--- src/sv/spq_pkg.sv ---
// Shared types, status codes and key helper for the sorted priority queue.
`default_nettype none
package spq_pkg;

	localparam logic [16:0] TIME_SPAN = 17'd100000;

	localparam logic [1:0] ST_DONE  = 2'd0;
	localparam logic [1:0] ST_FULL  = 2'd1;
	localparam logic [1:0] ST_EMPTY = 2'd2;

	localparam logic OP_INSERT = 1'b0;
	localparam logic OP_POP    = 1'b1;

	localparam logic [1:0] CLS_LOWEST = 2'd3;

	typedef struct packed {
		logic [15:0] id;
		logic [1:0]  cls;
		logic [16:0] tim;
	} entry_t;

	// controller -> datapath
	typedef struct packed {
		logic start_ins;
		logic start_pop;
		logic set_full;
		logic set_empty;
		logic shift;
		logic place;
		logic pop_take;
		logic load_out;
	} cmd_t;

	// datapath -> controller
	typedef struct packed {
		logic full;
		logic empty;
		logic greater;
		logic last;
		logic out_free;
	} sts_t;

	function automatic logic [18:0] key_of(input logic [1:0] cls, input logic [16:0] tim);
		logic [18:0] base;
		unique case (cls)
			2'd1: base = 19'd100000;
			2'd2: base = 19'd200000;
			2'd3: base = 19'd300000;
			default: base = 19'd0;
		endcase
		return base + 19'(tim);
	endfunction

endpackage
`default_nettype wire

--- src/sv/spq_ctrl.sv ---
// Sequencer for insert (insertion shift) and pop operations.
`default_nettype none
module spq_ctrl (
	input  wire logic          clk,
	input  wire logic          arst_n,
	input  wire logic          in_valid,
	input  wire logic          op,
	input  wire spq_pkg::sts_t sts,
	output logic               in_ready,
	output spq_pkg::cmd_t      cmd
);
	import spq_pkg::*;

	typedef enum logic [2:0] {
		S_IDLE,
		S_POP_RD,
		S_INS_CMP,
		S_INS_LAST,
		S_FIN
	} state_t;

	state_t state_q, state_d;

	assign in_ready = (state_q == S_IDLE);

	always_comb begin
		cmd     = '0;
		state_d = state_q;
		unique case (state_q)
			S_IDLE: begin
				if (in_valid) begin
					if (op == OP_INSERT) begin
						if (sts.full) begin
							cmd.set_full = 1'b1;
							state_d      = S_FIN;
						end else begin
							cmd.start_ins = 1'b1;
							state_d       = sts.empty ? S_INS_LAST : S_INS_CMP;
						end
					end else begin
						if (sts.empty) begin
							cmd.set_empty = 1'b1;
							state_d       = S_FIN;
						end else begin
							cmd.start_pop = 1'b1;
							state_d       = S_POP_RD;
						end
					end
				end
			end
			S_POP_RD: begin
				cmd.pop_take = 1'b1;
				state_d      = S_FIN;
			end
			S_INS_CMP: begin
				if (sts.greater) begin
					cmd.shift = 1'b1;
					if (sts.last) begin
						state_d = S_INS_LAST;
					end
				end else begin
					cmd.place = 1'b1;
					state_d   = S_FIN;
				end
			end
			S_INS_LAST: begin
				cmd.place = 1'b1;
				state_d   = S_FIN;
			end
			S_FIN: begin
				if (sts.out_free) begin
					cmd.load_out = 1'b1;
					state_d      = S_IDLE;
				end
			end
			default: state_d = S_IDLE;
		endcase
	end

	always_ff @(posedge clk or negedge arst_n) begin
		if (!arst_n) begin
			state_q <= S_IDLE;
		end else begin
			state_q <= state_d;
		end
	end

endmodule
`default_nettype wire

--- config.mk ---
export PLATFORM = sky130hd
export DESIGN_NAME = spq_ctrl
export DESIGN_NICKNAME = d
export VERILOG_FILES = /design/src/sv/spq_pkg.sv /design/src/sv/spq_ctrl.sv
export SDC_FILE = /design/constraint.sdc
export NUM_CORES = 1
export LEC_CHECK = 0
export BUFFER_PORTS_ARGS = -buffer_cell sky130_fd_sc_hd__buf_4
export CAP_MARGIN = 10
export CELL_PAD_IN_SITES_DETAIL_PLACEMENT = 1
export CELL_PAD_IN_SITES_GLOBAL_PLACEMENT = 2
export CORE_MARGIN = 2
export CORE_UTILIZATION = 18
export DETAILED_ROUTE_END_ITERATION = 10
export GPL_TIMING_DRIVEN = 0
export MAX_ROUTING_LAYER = met4
export PLACE_DENSITY_LB_ADDON = 0.1
export SKIP_CTS_REPAIR_TIMING = 1
export SYNTH_ARGS = -nofsm -noshare
export SYNTH_HDL_FRONTEND = slang
export SYNTH_SLANG_ARGS = --single-unit
--- constraint.sdc ---
create_clock -name clk -period 1.5 [get_ports clk]
set_clock_uncertainty 0.2 [all_clocks]
set_input_delay 0.075 -clock clk [delete_from_list [all_inputs] [get_ports clk]]
set_output_delay 0.075 -clock clk [all_outputs]
set_load 0.02 [all_outputs]
# --- Word level (Yosys, flattened, before mapping) ---
# Cells that the tools add are included.
# Widths: inputs -> output; s select.
word_totals:
  mem_bits_rw: 0
  memories: 0
  mem_bits_ro: 0
  latch_bits: 0
  wordCells: 37
  ff_bits: 3
  out_inout_bits: 9
classes:
  reduce_logical: 3
  shift: 0
  div: 0
  n_eq_ne: 7
  n_mux: 26
  n_lt_le_gt_ge: 0
  bitwise: 0
  n_mul: 0
  addsub: 0
op_table:
  columns: ["op", "count"]
  rows:
  - ["$mux 3", 7]
  - ["$mux 1", 15]
  - ["$pmux 3 s4", 1]
  - ["$mux 4", 2]
  - ["$eq 3x2->1 const B", 2]
  - ["$ne 2x2->1 const B", 2]
  - ["$eq 3x1->1 const B", 1]
  - ["$eq 3x3->1 const B", 1]
  - ["$logic_not 3->1", 1]
  - ["$ne 3x3->1 const B", 1]
  - ["$reduce_and 3->1", 1]
  - ["$pmux 1 s2", 1]
  - ["$reduce_or 2->1", 1]

# --- Logic depth before layout (Yosys ltp) ---
# Gate-level depths: netlist (run 1).
logic_depth:
  word_depth: 5
  mapped_depth: 4
  mapped_depth_nobuf: 3

# --- Least setup slack after synthesis (run 1) ---
# Ideal clock, no wire load.
synth_timing:
  path_kind: "register -> output"
  start: "register state_q[2]"
  end: "output port cmd[5] (netlist name)"
  stages_incl_launch_ff: 5
  arrival_ns: 1.604
  path_buffers: 1
  slack_ns: -0.379
  path_cell_list: "dfrtp_1 > buf_2 > nor3_2 > nand2_1 > nor3b_1"
synth_rtl:
  columns: ["element", "line", "text"]
  rows:
  - ["start: declaration", "spq_ctrl.sv:22", "state_t state_q, state_d;"]
  - ["start signal: assignment", "spq_ctrl.sv:84", "state_q <= state_d;"]
  - ["end: declaration", "spq_ctrl.sv:10", "output spq_pkg::cmd_t cmd"]

==> summary.md, run 1 <==
| Metric | Value |
|---|---|
| Status | complete, but fails checks |
| Failing checks | negative hold slack, negative setup slack |
| Worst-Margin Slew | 232 ps |
| Initial Util | 0.196 |
| Tcrit/Tclk final | 1.15 |
| Critical path data required time | 1220 ps |
| Async SR Flop Fraction | 1.00 |
| Seq/Total Area, Yosys | 0.251 |
| Largest net degree at the start of global routing | 11 |
| Cell taking the most area after synthesis | dfrtp_1 |
| Fin worst setup slack | -220 ps |
| Post-synthesis cell type count | 23 |
| Gpl congestion | 0.660 |
| Hpwl dp | 748 um |
| CP arrival | approximately 1400 ps |
| Die X | between 40 and 50 um |
| Clock Latency Late Sink | 240 ps |
| Fin. max-slew vios | 0 |
| Core box area | roughly 0.0015 mm^2 |
| 1st-pass router iterations | 2 |
| DP Cell Count | 69 |
| Total power | 0.743 mW |
| Max Clock Freq | 0.581 GHz |
| Final setup vio count | 8 |
| H-Tree Depth | 1 |
| Wire per inst | 12.5 um |
| Final #Nets | 74 |
| Maxcap violations | 0 |
| CTS tree | done |
| Sink Count | 3 |
| 1st-iter DRT viols | 1 |
| CTS Buf Count | 3 |
| Synth-to-Final Area Change | 96.7% |
| WHS | -23.1 ps |
| Worst setup EP type | output port |
| Slew headroom | 0.844 |
| Vias in the first global route | 353 |
| RSZ-0062 raised after global routing | true |
| Fraction of layout instances using a drive strength above 1 | 0.547 |
| Top-count cell post-synth | nor3b_1 |
| Initial antenna violation count | 0 |
| Cell count after synthesis | 36 |
| Ports | 18 |
| Sequential cell area | 75.1 um^2 |
| Hold Path Cell Cnt | 3 |
| VDD IR max | slightly below 0.5 mV |
| Most flops, register | state_q |
| Yosys warns | 0 |
| WS Path Type | reg -> out |
| Post-DRT Antenna Nets | 0 |
| Chip height | 44.8 um |
| Die footprint | 0.00200 mm^2 |
| Dpl ws | -53.8 ps |
| Port buffer count | 17 |
| Core Rows | 14 |
| Type of element launching the critical path | register |
| Routed vias/inst | 4.71 |
| Post-synth EDFFs | 0 |
| #FFs+latches synth | 3 |
| Final TNS setup | -1060 ps |
| CTS Root Cell | clkbuf_4 |
| Ys flop type | dfrtp_1 |
| Worst Reg-to-Reg Cells | 4 |
| Top Registers | state_q: 3 flops |
| Reg clk slew, reported paths | 40 ps |
| Final wirelength | 996 um |
| Max FFs per register | 3 |
| Fill count | 188 |
| First-pass GRT wire length | approximately 1600 um |
| Fin crit period | 1720 ps |
| Final hold vios | 1 |
| Non-Filler Instances | 80 |
| Post-synth top cells | nor3b_1 (5), dfrtp_1 (3), nand2_1 (3), nor2_1 (3), nor3_1 (3) |
| Gr usage total | 0.112 |
| # diodes | 0 |
| Deepest clock path buffer count | 2 |
| Synth top area cells | dfrtp_1 (25%), nor3b_1 (13%), nor3_1 (5.0%) |
| PwrDens | 1260 mW/mm^2 |
| Mean Syn Cell Area | 8.31 um^2 |
| DRC errors left | 0 |
| CP Max Fanout | 5 |
| P_leak | 0.272 nW |
| Multi-input gate area | 238 um^2 |
| Yosys top cell area share | 0.251 |
| Syn_nets | between 40 and 50 |
| Gr ovfl total | 0 |
| Post-Syn Area | 299 um^2 |
| Tightest Hold Check Type | in -> reg |
| Via Count | 377 |
[report_power, final]
part / total [mW] / leakage [nW] / switching, mW / internal (mW)
logic: 0.487 / 0.217 / 0.259 / 0.228
registers: 0.113 / 0.0399 / 0.00885 / 0.104
clock network: 0.143 / 0.0150 / 0.0437 / 0.0998
[stage by stage]
stage	util	area, um^2
after global placement	0.314	478
after floorplan	-	330
after CTS	0.331	504
after detailed placement	0.314	478
after global routing	0.386	588
final	0.386	588
[final timing paths]
path | slack [ps] | endpoint | start
worst max-delay path | -220 | cmd[4] | state_q[1]$_DFFE_PN0P_
worst min-delay path | -20 | state_q[1]$_DFFE_PN0P_ | sts[4]
worst max register to register | -120 | state_q[1]$_DFFE_PN0P_ | state_q[1]$_DFFE_PN0P_
worst min register to register | 350 | state_q[1]$_DFFE_PN0P_ | state_q[0]$_DFFE_PN0P_
max in group asynchronous | 430 | state_q[2]$_DFFE_PN0P_ | arst_n
min in group asynchronous | 520 | state_q[1]$_DFFE_PN0P_ | arst_n
[worst max-delay path, stage by stage, from the launching register on]
cell and delay (ps):
dfrtp_1 390, buf_6 140, nor3_4 210, buf_4 150, nand3_2 80, nor2_1 100, buf_4 150
[placed cells by master, fill, tap and decap left out, drive strengths merged]
cell	n
nand2	3
or3	1
o22ai	1
nor3b	5
a211oi	2
dfrtp	3
mux2	1
nand2b	1
dlygate4sd3	4
nand3	1
nor4bb	1
inv	1
nor2	3
nor2b	2
or4b	1
buf	23
o31ai	1
and3	1
clkbuf	4
nor4	1
nor3	4
[metal layers]
layer  track usage  up-vias  wire length [um]
li1              -      189                 -
met1         0.130      177               434
met2         0.191        8               517
met3        0.0240        3                34
met4        0.0364        0                10
met5             -        -                 0
[cell families (layout without fill, tap and decap cells)]
family                 count (synthesis)  in the layout  share of synthesized area
and+or+nand+nor                       24             24                      0.506
DFF                                    3              3                      0.251
muxes                                  1              1                     0.0377
buffers and inverters                  4             32                     0.0920
AOI/OAI and AO/OA                      4              4                      0.113
[area by class of cell]
type                       instances  area share
multi-input combinational         29       0.404
timing repair buffer              24       0.336
sequential                         3       0.128
buffer                             3      0.0468
clock buffer                       4      0.0447
tap                               16      0.0340
inverter                           1     0.00638
Power figures use the tool's default switching activity.
==> run 2, diff against run 1 <==
--- a/config.mk
+++ b/config.mk
@@ -5,16 +5,17 @@
 export SDC_FILE = /design/constraint.sdc
 export NUM_CORES = 1
 export LEC_CHECK = 0
+export ABC_AREA = 1
 export BUFFER_PORTS_ARGS = -buffer_cell sky130_fd_sc_hd__buf_4
 export CAP_MARGIN = 10
 export CELL_PAD_IN_SITES_DETAIL_PLACEMENT = 1
-export CELL_PAD_IN_SITES_GLOBAL_PLACEMENT = 2
+export CELL_PAD_IN_SITES_GLOBAL_PLACEMENT = 1
 export CORE_MARGIN = 2
-export CORE_UTILIZATION = 18
+export CORE_UTILIZATION = 21
 export DETAILED_ROUTE_END_ITERATION = 10
 export GPL_TIMING_DRIVEN = 0
 export MAX_ROUTING_LAYER = met4
-export PLACE_DENSITY_LB_ADDON = 0.1
+export PLACE_DENSITY = 0.74
 export SKIP_CTS_REPAIR_TIMING = 1
 export SYNTH_ARGS = -nofsm -noshare
 export SYNTH_HDL_FRONTEND = slang
==> run 2 against run 1 <==
The run still ends with negative hold slack, negative setup slack left. Combinational power rose by 33%. Register-to-register slack better by 150 ps. First-iteration DRC count unchanged. Critical path depth did not move. Largest power group unchanged. Highest routed layer is now met3.
==> summary.md, run 2 <==
| Metric | Value |
|---|---|
| Status | complete, but fails checks (unchanged) |
| Failing checks | negative hold slack, negative setup slack (unchanged) |
| WS Path Type | reg -> out (unchanged) |
| Deepest clock path buffer count | 2 (unchanged) |
| Fin crit period | 1580 ps (was 1720 ps) |
| Worst-Margin Slew | 198 ps (was 232 ps) |
| Total power | 0.958 mW (was 0.743 mW) |
| Die footprint | 0.00168 mm^2 (was 0.00200 mm^2) |
| Worst setup EP type | output port (unchanged) |
| Critical path's largest stage delay | 400 ps (was 390 ps) |
| Yosys warns | 0 (unchanged) |
| DRC errors left | 0 (unchanged) |
| Synth top area cells | dfrtp_1 (26%), nand2_1 (21%), inv_1 (13%) (was dfrtp_1 (25%), nor3b_1 (13%), nor3_1 (5.0%)) |
| Syn_nets | 61 (was 45) |
| Crit-path cells | inv_2, nand2_4, nor2_4, nand2_2, nor3_2, buf_4 (was buf_6, nor3_4, buf_4, nand3_2, nor2_1, buf_4) |
| Via Count | 405 (was 377) |
| H-Tree Depth | 1 (unchanged) |
| Dpl ws | 72.7 ps (was -53.8 ps) |
| Final design utilization | 0.408 (was 0.386) |
| 1st-pass router iterations | 4 (was 2) |
| Post-route cell area | 524 um^2 (was 588 um^2) |
| Fraction of layout instances using a drive strength above 1 | 0.410 (was 0.547) |
| Largest net degree at the start of global routing | 6 (was 11) |
| Final #Nets | 88 (was 74) |
| RSZ-0062 raised after global routing | true (unchanged) |
| Slew headroom | 0.867 (was 0.844) |
| Commonest cells after routing, fill and taps aside | buf_4 (19), nand2_1 (14), inv_1 (8) (was buf_4 (18), buf_6 (4), dlygate4sd3_1 (4)) |
| Port buffer count | 17 (unchanged) |
| Seq/Total Area, Yosys | 0.261 (was 0.251) |
| Vias in the first global route | 344 (was 353) |
| PwrDens | 1830 mW/mm^2 (was 1260 mW/mm^2) |
| Type of element launching the critical path | register (unchanged) |
| Chip height | 41.0 um (was 44.8 um) |
| DP Cell Count | 84 (was 69) |
| Ports | 18 (unchanged) |
| Worst r2r src | state_q[0]$_DFFE_PN0P_ (was state_q[1]$_DFFE_PN0P_) |
| Gr usage total | 0.124 (was 0.112) |
| Most flops, register | state_q (unchanged) |
| WHS | -11.0 ps (was -23.1 ps) |
| Gr ovfl total | 0 (unchanged) |
| Post-synth top cells | nand2_1 (16), inv_1 (10), nor2_1 (8), nand3_1 (7), dfrtp_1 (3) (was nor3b_1 (5), dfrtp_1 (3), nand2_1 (3), nor2_1 (3), nor3_1 (3)) |
| Slowest cell on crit path | dfrtp_1 (unchanged) |
| Gpl congestion | 0.759 (was 0.660) |
| Core Rows | 13 (was 14) |
| Post-Syn Area | 288 um^2 (was 299 um^2) |
| Max Clock Freq | 0.634 GHz (was 0.581 GHz) |
| Final wirelength | 920 um (was 996 um) |
| CP arrival | 1300 ps (was 1440 ps) |
| Ys flop type | dfrtp_1 (unchanged) |
| Async SR Flop Fraction | 1.00 (unchanged) |
| VDD IR max | 0.546 mV (was 0.495 mV) |
| # diodes | 0 (unchanged) |
| Routed vias/inst | 4.35 (was 4.71) |
| Post-synthesis cell type count | 12 (was 23) |
| Post-synth EDFFs | 0 (unchanged) |
| Initial Util | 0.224 (was 0.196) |
| Final TNS setup | -238 ps (was -1060 ps) |
| Tightest Hold Check Type | in -> reg (unchanged) |
| Fin worst setup slack | -77.1 ps (was -220 ps) |
| Initial antenna violation count | 0 (unchanged) |
| Placed cell areas | 439 um^2 (was 478 um^2) |
| Wire per inst | 9.89 um (was 12.5 um) |
| CTS tree | done (unchanged) |
| Cell count after synthesis | 52 (was 36) |
| Yosys top cell area share | 0.261 (was 0.251) |
| CP Max Fanout | 4 (was 5) |
| Critical path data required time | 1220 ps (about the same) |
| Max FFs per register | 3 (unchanged) |
| First-pass GRT wire length | 1290 um (was 1610 um) |
| Hpwl dp | 721 um (was 748 um) |
| Top-count cell post-synth | nand2_1 (was nor3b_1) |
| Post-DRT Antenna Nets | 0 (unchanged) |
| Die X | 41.0 um (was 44.8 um) |
| Final setup vio count | 4 (was 8) |
| Sink Count | 3 (unchanged) |
| Tcrit/Tclk final | 1.05 (was 1.15) |
| Cell taking the most area after synthesis | dfrtp_1 (unchanged) |
| Top Registers | state_q: 3 flops (unchanged) |
| Maxcap violations | 0 (unchanged) |
| CTS Root Cell | clkbuf_4 (unchanged) |
| Final hold vios | 1 (unchanged) |
| Leading cell type in the layout, fill and taps excluded | buf_4 (unchanged) |
| Clock Latency Late Sink | 230 ps (was 240 ps) |
| 1st-iter DRT viols | 1 (unchanged) |
| Mean Syn Cell Area | 5.53 um^2 (was 8.31 um^2) |
| HP Start | sts[1] (was sts[4]) |
| Crit path from | state_q[0]$_DFFE_PN0P_ (was state_q[1]$_DFFE_PN0P_) |
| Core box area | 0.00128 mm^2 (was 0.00152 mm^2) |
| CTS Buf Count | 3 (unchanged) |
| Reg clk slew, reported paths | 40 ps (about the same) |
| Synth-to-Final Area Change | 82.2% (was 96.7%) |
| #FFs+latches synth | 3 (unchanged) |
| P_leak | 0.308 nW (was 0.272 nW) |
| Non-Filler Instances | 93 (was 80) |
| Fin. max-slew vios | 0 (unchanged) |
[run 2: cell count changes after synthesis, sizes merged, moves of 3 or more]
| cell | before | now |
|---|---|---|
| nand3 | 1 | 7 |
| nor3b | 5 | 0 |
| buf | 3 | 0 |
| nor2 | 3 | 10 |
| nand2 | 3 | 16 |
| inv | 1 | 11 |
[run 2: worst paths after layout]
| path | to | slack (ps) | cells after the start |
|---|---|---|---|
| max | cmd[6] | -80 | 6 |
| max in group asynchronous | state_q[2]$_DFFE_PN0P_ | 420 | 3 |
| min reg2reg | state_q[2]$_DFFE_PN0P_ | 460 | 2 |
| min in group asynchronous | state_q[1]$_DFFE_PN0P_ | 530 | 3 |
| min | state_q[1]$_DFFE_PN0P_ | -10 | 6 |
| max reg2reg | state_q[0]$_DFFE_PN0P_ | 30 | 6 |
[run 2: logic make-up (layout without fill, tap and decap cells)]
| family | after synthesis | after routing | share of synthesized area |
|---|---|---|---|
| AOI/OAI and AO/OA | 2 | 2 | 0.0435 |
| and+or+nand+nor | 36 | 36 | 0.552 |
| DFF | 3 | 3 | 0.261 |
| buffers and inverters | 11 | 37 | 0.143 |
[run 2: cell type report]
class / instances / area, um^2
clock buffers: 4 / 26.3
fillers: 181 / 761
inverters: 11 / 41.3
multi-input cells: 38 / 189
flip-flops and latches: 3 / 76.3
well taps: 15 / 18.8
repair buffers: 22 / 173
[run 2: report_power, final]
group	internal, mW	leakage [nW]	total (mW)	switching (mW)
combinational	0.265	0.255	0.648	0.383
sequential	0.122	0.0382	0.172	0.0499
clock	0.0995	0.0150	0.138	0.0385
[run 2: per-layer routing]
layer	share of wire	track usage	vias up
met5	0	-	-
met4	0	0.0500	0
met3	0.040	0.0489	0
met2	0.49	0.195	10
met1	0.47	0.138	185
li1	-	-	210
[run 2: critical path: cells and delay by family (launching register included)]
kind,cells,cell delay [ps]
buffers and inverters,2,270
and+or+nand+nor,4,410
DFF,1,400
==> run 3, diff against run 2 <==
--- a/config.mk
+++ b/config.mk
@@ -7,15 +7,15 @@
 export LEC_CHECK = 0
 export ABC_AREA = 1
 export BUFFER_PORTS_ARGS = -buffer_cell sky130_fd_sc_hd__buf_4
-export CAP_MARGIN = 10
+export CAP_MARGIN = 20
 export CELL_PAD_IN_SITES_DETAIL_PLACEMENT = 1
 export CELL_PAD_IN_SITES_GLOBAL_PLACEMENT = 1
-export CORE_MARGIN = 2
-export CORE_UTILIZATION = 21
+export CORE_AREA = 2 2 39 41
 export DETAILED_ROUTE_END_ITERATION = 10
+export DIE_AREA = 0 0 41 43
 export GPL_TIMING_DRIVEN = 0
 export MAX_ROUTING_LAYER = met4
-export PLACE_DENSITY = 0.74
+export PLACE_DENSITY = 0.73
 export SKIP_CTS_REPAIR_TIMING = 1
 export SYNTH_ARGS = -nofsm -noshare
 export SYNTH_HDL_FRONTEND = slang
==> constraint.sdc (replaced) <==
create_clock -name clk -period 1.9 [get_ports clk]
set_clock_uncertainty 0.2 [all_clocks]
set_input_delay 0.095 -clock clk [delete_from_list [all_inputs] [get_ports clk]]
set_output_delay 0.095 -clock clk [all_outputs]
set_load 0.02 [all_outputs]
==> run 3 against run 2 <==
The run ends with negative hold slack left. Clock-buffer cell count unchanged. Register-to-register slack improved by 500 ps. Combinational power decreased by 33%. Setup slack improved by 280 ps. Critical path depth unchanged. Total power decreased by 29%. Clock power decreased by 20%. Core utilization decreased by 6.0 points. Hold slack got worse by 6.5 ps. Non-clock buffer count decreased by 3. Via count decreased by 4.9%. Wire length decreased by 7.8%. Largest power group unchanged.
==> summary.md, run 3 (synthesis results as in run 2) <==
| Metric | Value |
|---|---|
| Status | complete, but fails checks (unchanged) |
| Failing checks | negative hold slack (was negative hold slack, negative setup slack) |
| Gr ovfl total | 0 (unchanged) |
| Max FFs per register | 3 (unchanged) |
| 1st-iter DRT viols | 4 (was 1) |
| VDD IR max | 0.348 mV (was 0.546 mV) |
| Hpwl dp | 725 um (was 721 um) |
| Leading cell type in the layout, fill and taps excluded | buf_4 (unchanged) |
| Synth-to-Final Area Change | 67.4% (was 82.2%) |
| Sink Count | 3 (unchanged) |
| Slew headroom | 0.856 (was 0.867) |
| Final TNS setup | 0 ps (was -238 ps) |
| DRC errors left | 0 (unchanged) |
| Tightest Hold Check Type | in -> reg (unchanged) |
| RSZ-0062 raised after global routing | false (was true) |
| Crit path from | state_q[0]$_DFFE_PN0P_ (unchanged) |
| Port buffer count | 17 (unchanged) |
| Fin worst setup slack | 207 ps (was -77.1 ps) |
| Final #Nets | 85 (was 88) |
| CP arrival | 1400 ps (was 1300 ps) |
| Die X | 41 um (was 41.0 um) |
| Worst r2r src | state_q[2]$_DFFE_PN0P_ (was state_q[0]$_DFFE_PN0P_) |
| HP Start | sts[0] (was sts[1]) |
| CTS tree | done (unchanged) |
| Deepest clock path buffer count | 2 (unchanged) |
| Post-DRT Antenna Nets | 0 (unchanged) |
| Final hold vios | 1 (unchanged) |
| WHS | -17.5 ps (was -11.0 ps) |
| Fin. max-slew vios | 0 (unchanged) |
| Core box area | 0.00138 mm^2 (was 0.00128 mm^2) |
| Gr usage total | 0.103 (was 0.124) |
| Worst R2R Setup Slack | 530 ps (was 30 ps) |
| 1st-pass router iterations | 2 (was 4) |
| Final setup vio count | 0 (was 4) |
| Worst setup EP type | output port (unchanged) |
| Non-Filler Instances | 91 (was 93) |
| Via Count | 385 (was 405) |
| Worst-Margin Slew | 216 ps (was 198 ps) |
| # diodes | 0 (unchanged) |
| CTS Root Cell | clkbuf_4 (unchanged) |
| Initial antenna violation count | 0 (unchanged) |
| Fin crit period | 1690 ps |
| Routed vias/inst | 4.23 (was 4.35) |
| CP Max Fanout | 4 (unchanged) |
| Commonest cells after routing, fill and taps aside | buf_4 (17), nand2_1 (16), inv_1 (10) (was buf_4 (19), nand2_1 (14), inv_1 (8)) |
| Type of element launching the critical path | register (unchanged) |
| DP Cell Count | 85 (was 84) |
| H-Tree Depth | 1 (unchanged) |
| Fraction of layout instances using a drive strength above 1 | 0.307 (was 0.410) |
| WS Path Type | reg -> out (unchanged) |
| P_leak | 0.293 nW (was 0.308 nW) |
| Ports | 18 (unchanged) |
| Maxcap violations | 0 (unchanged) |
| Tcrit/Tclk final | 0.891 |
| First-pass GRT wire length | 1250 um (was 1290 um) |
| Initial Util | 0.208 (was 0.224) |
| Largest net degree at the start of global routing | 6 (unchanged) |
| Top Registers | state_q: 3 flops (unchanged) |
| Vias in the first global route | 339 (was 344) |
| Wire per inst | 9.32 um (was 9.89 um) |
| Final wirelength | 848 um (was 920 um) |
| Gpl congestion | 0.689 (was 0.759) |
| Max Clock Freq | 0.591 GHz |
| Dpl ws | 445 ps (was 72.7 ps) |
| Critical path data required time | 1600 ps (was 1220 ps) |
| Die footprint | 0.00176 mm^2 (was 0.00168 mm^2) |
| Chip height | 43 um (was 41.0 um) |
| Final design utilization | 0.348 (was 0.408) |
| CTS Buf Count | 3 (unchanged) |
| Reg clk slew, reported paths | 40 ps (about the same) |
| Core Rows | 14 (was 13) |
| PwrDens | 1410 mW/mm^2 (was 1830 mW/mm^2) |
| Clock Latency Late Sink | 230 ps (about the same) |
| Most flops, register | state_q (unchanged) |
==> run 3: worst max-delay path: stages, from the launching register on <==
cell	delay, ps
dfrtp_1	400
inv_1	130
nand2_1	110
nor2_4	130
nand2_1	90
nor3_1	130
buf_4	170
==> run 3: metal layers <==
| metal | part of all wire | GRT usage | up-vias |
|---|---|---|---|
| met3 | 0.040 | 0.0157 | 0 |
| met1 | 0.46 | 0.123 | 176 |
| met5 | 0 | - | - |
| met4 | 0 | 0.0400 | 0 |
| li1 | - | - | 202 |
| met2 | 0.50 | 0.166 | 7 |
==> run 3: area by class of cell <==
class / count / area (um^2)
Clock buffer: 4 / 26.3
Fill cell: 185 / 902
Inverter: 11 / 41.3
Multi-Input combinational cell: 38 / 171
Sequential cell: 3 / 75.1
Tap cell: 16 / 20.0
Timing Repair Buffer: 19 / 148
==> run 3: final timing paths <==
check                                          to  cells past startpoint
min                        state_q[2]$_DFFE_PN0P_                      4
max                                        cmd[6]                      6
max reg2reg                state_q[0]$_DFFE_PN0P_                      5
max in group asynchronous  state_q[1]$_DFFE_PN0P_                      3
min reg2reg                state_q[2]$_DFFE_PN0P_                      3
min in group asynchronous  state_q[2]$_DFFE_PN0P_                      3
==> run 3: per-stage QoR <==
step	area (um^2)	hold slack, ps	total power, mW
6_report	482	-17.5	0.678
5_1_grt	482	3.67	0.741
3_5_place_dp	435	-315	0.570
2_1_floorplan	288	-401	0.417
4_1_cts	462	-562	0.686
3_3_place_gp	435	-316	0.563
==> run 3: report_power, final <==
part	switching, mW	internal (mW)	leakage (nW)
Clock	0.0322	0.0787	0.0150
Combinational	0.266	0.168	0.238
Sequential	0.0390	0.0945	0.0394
Total	0.337	0.341	0.293
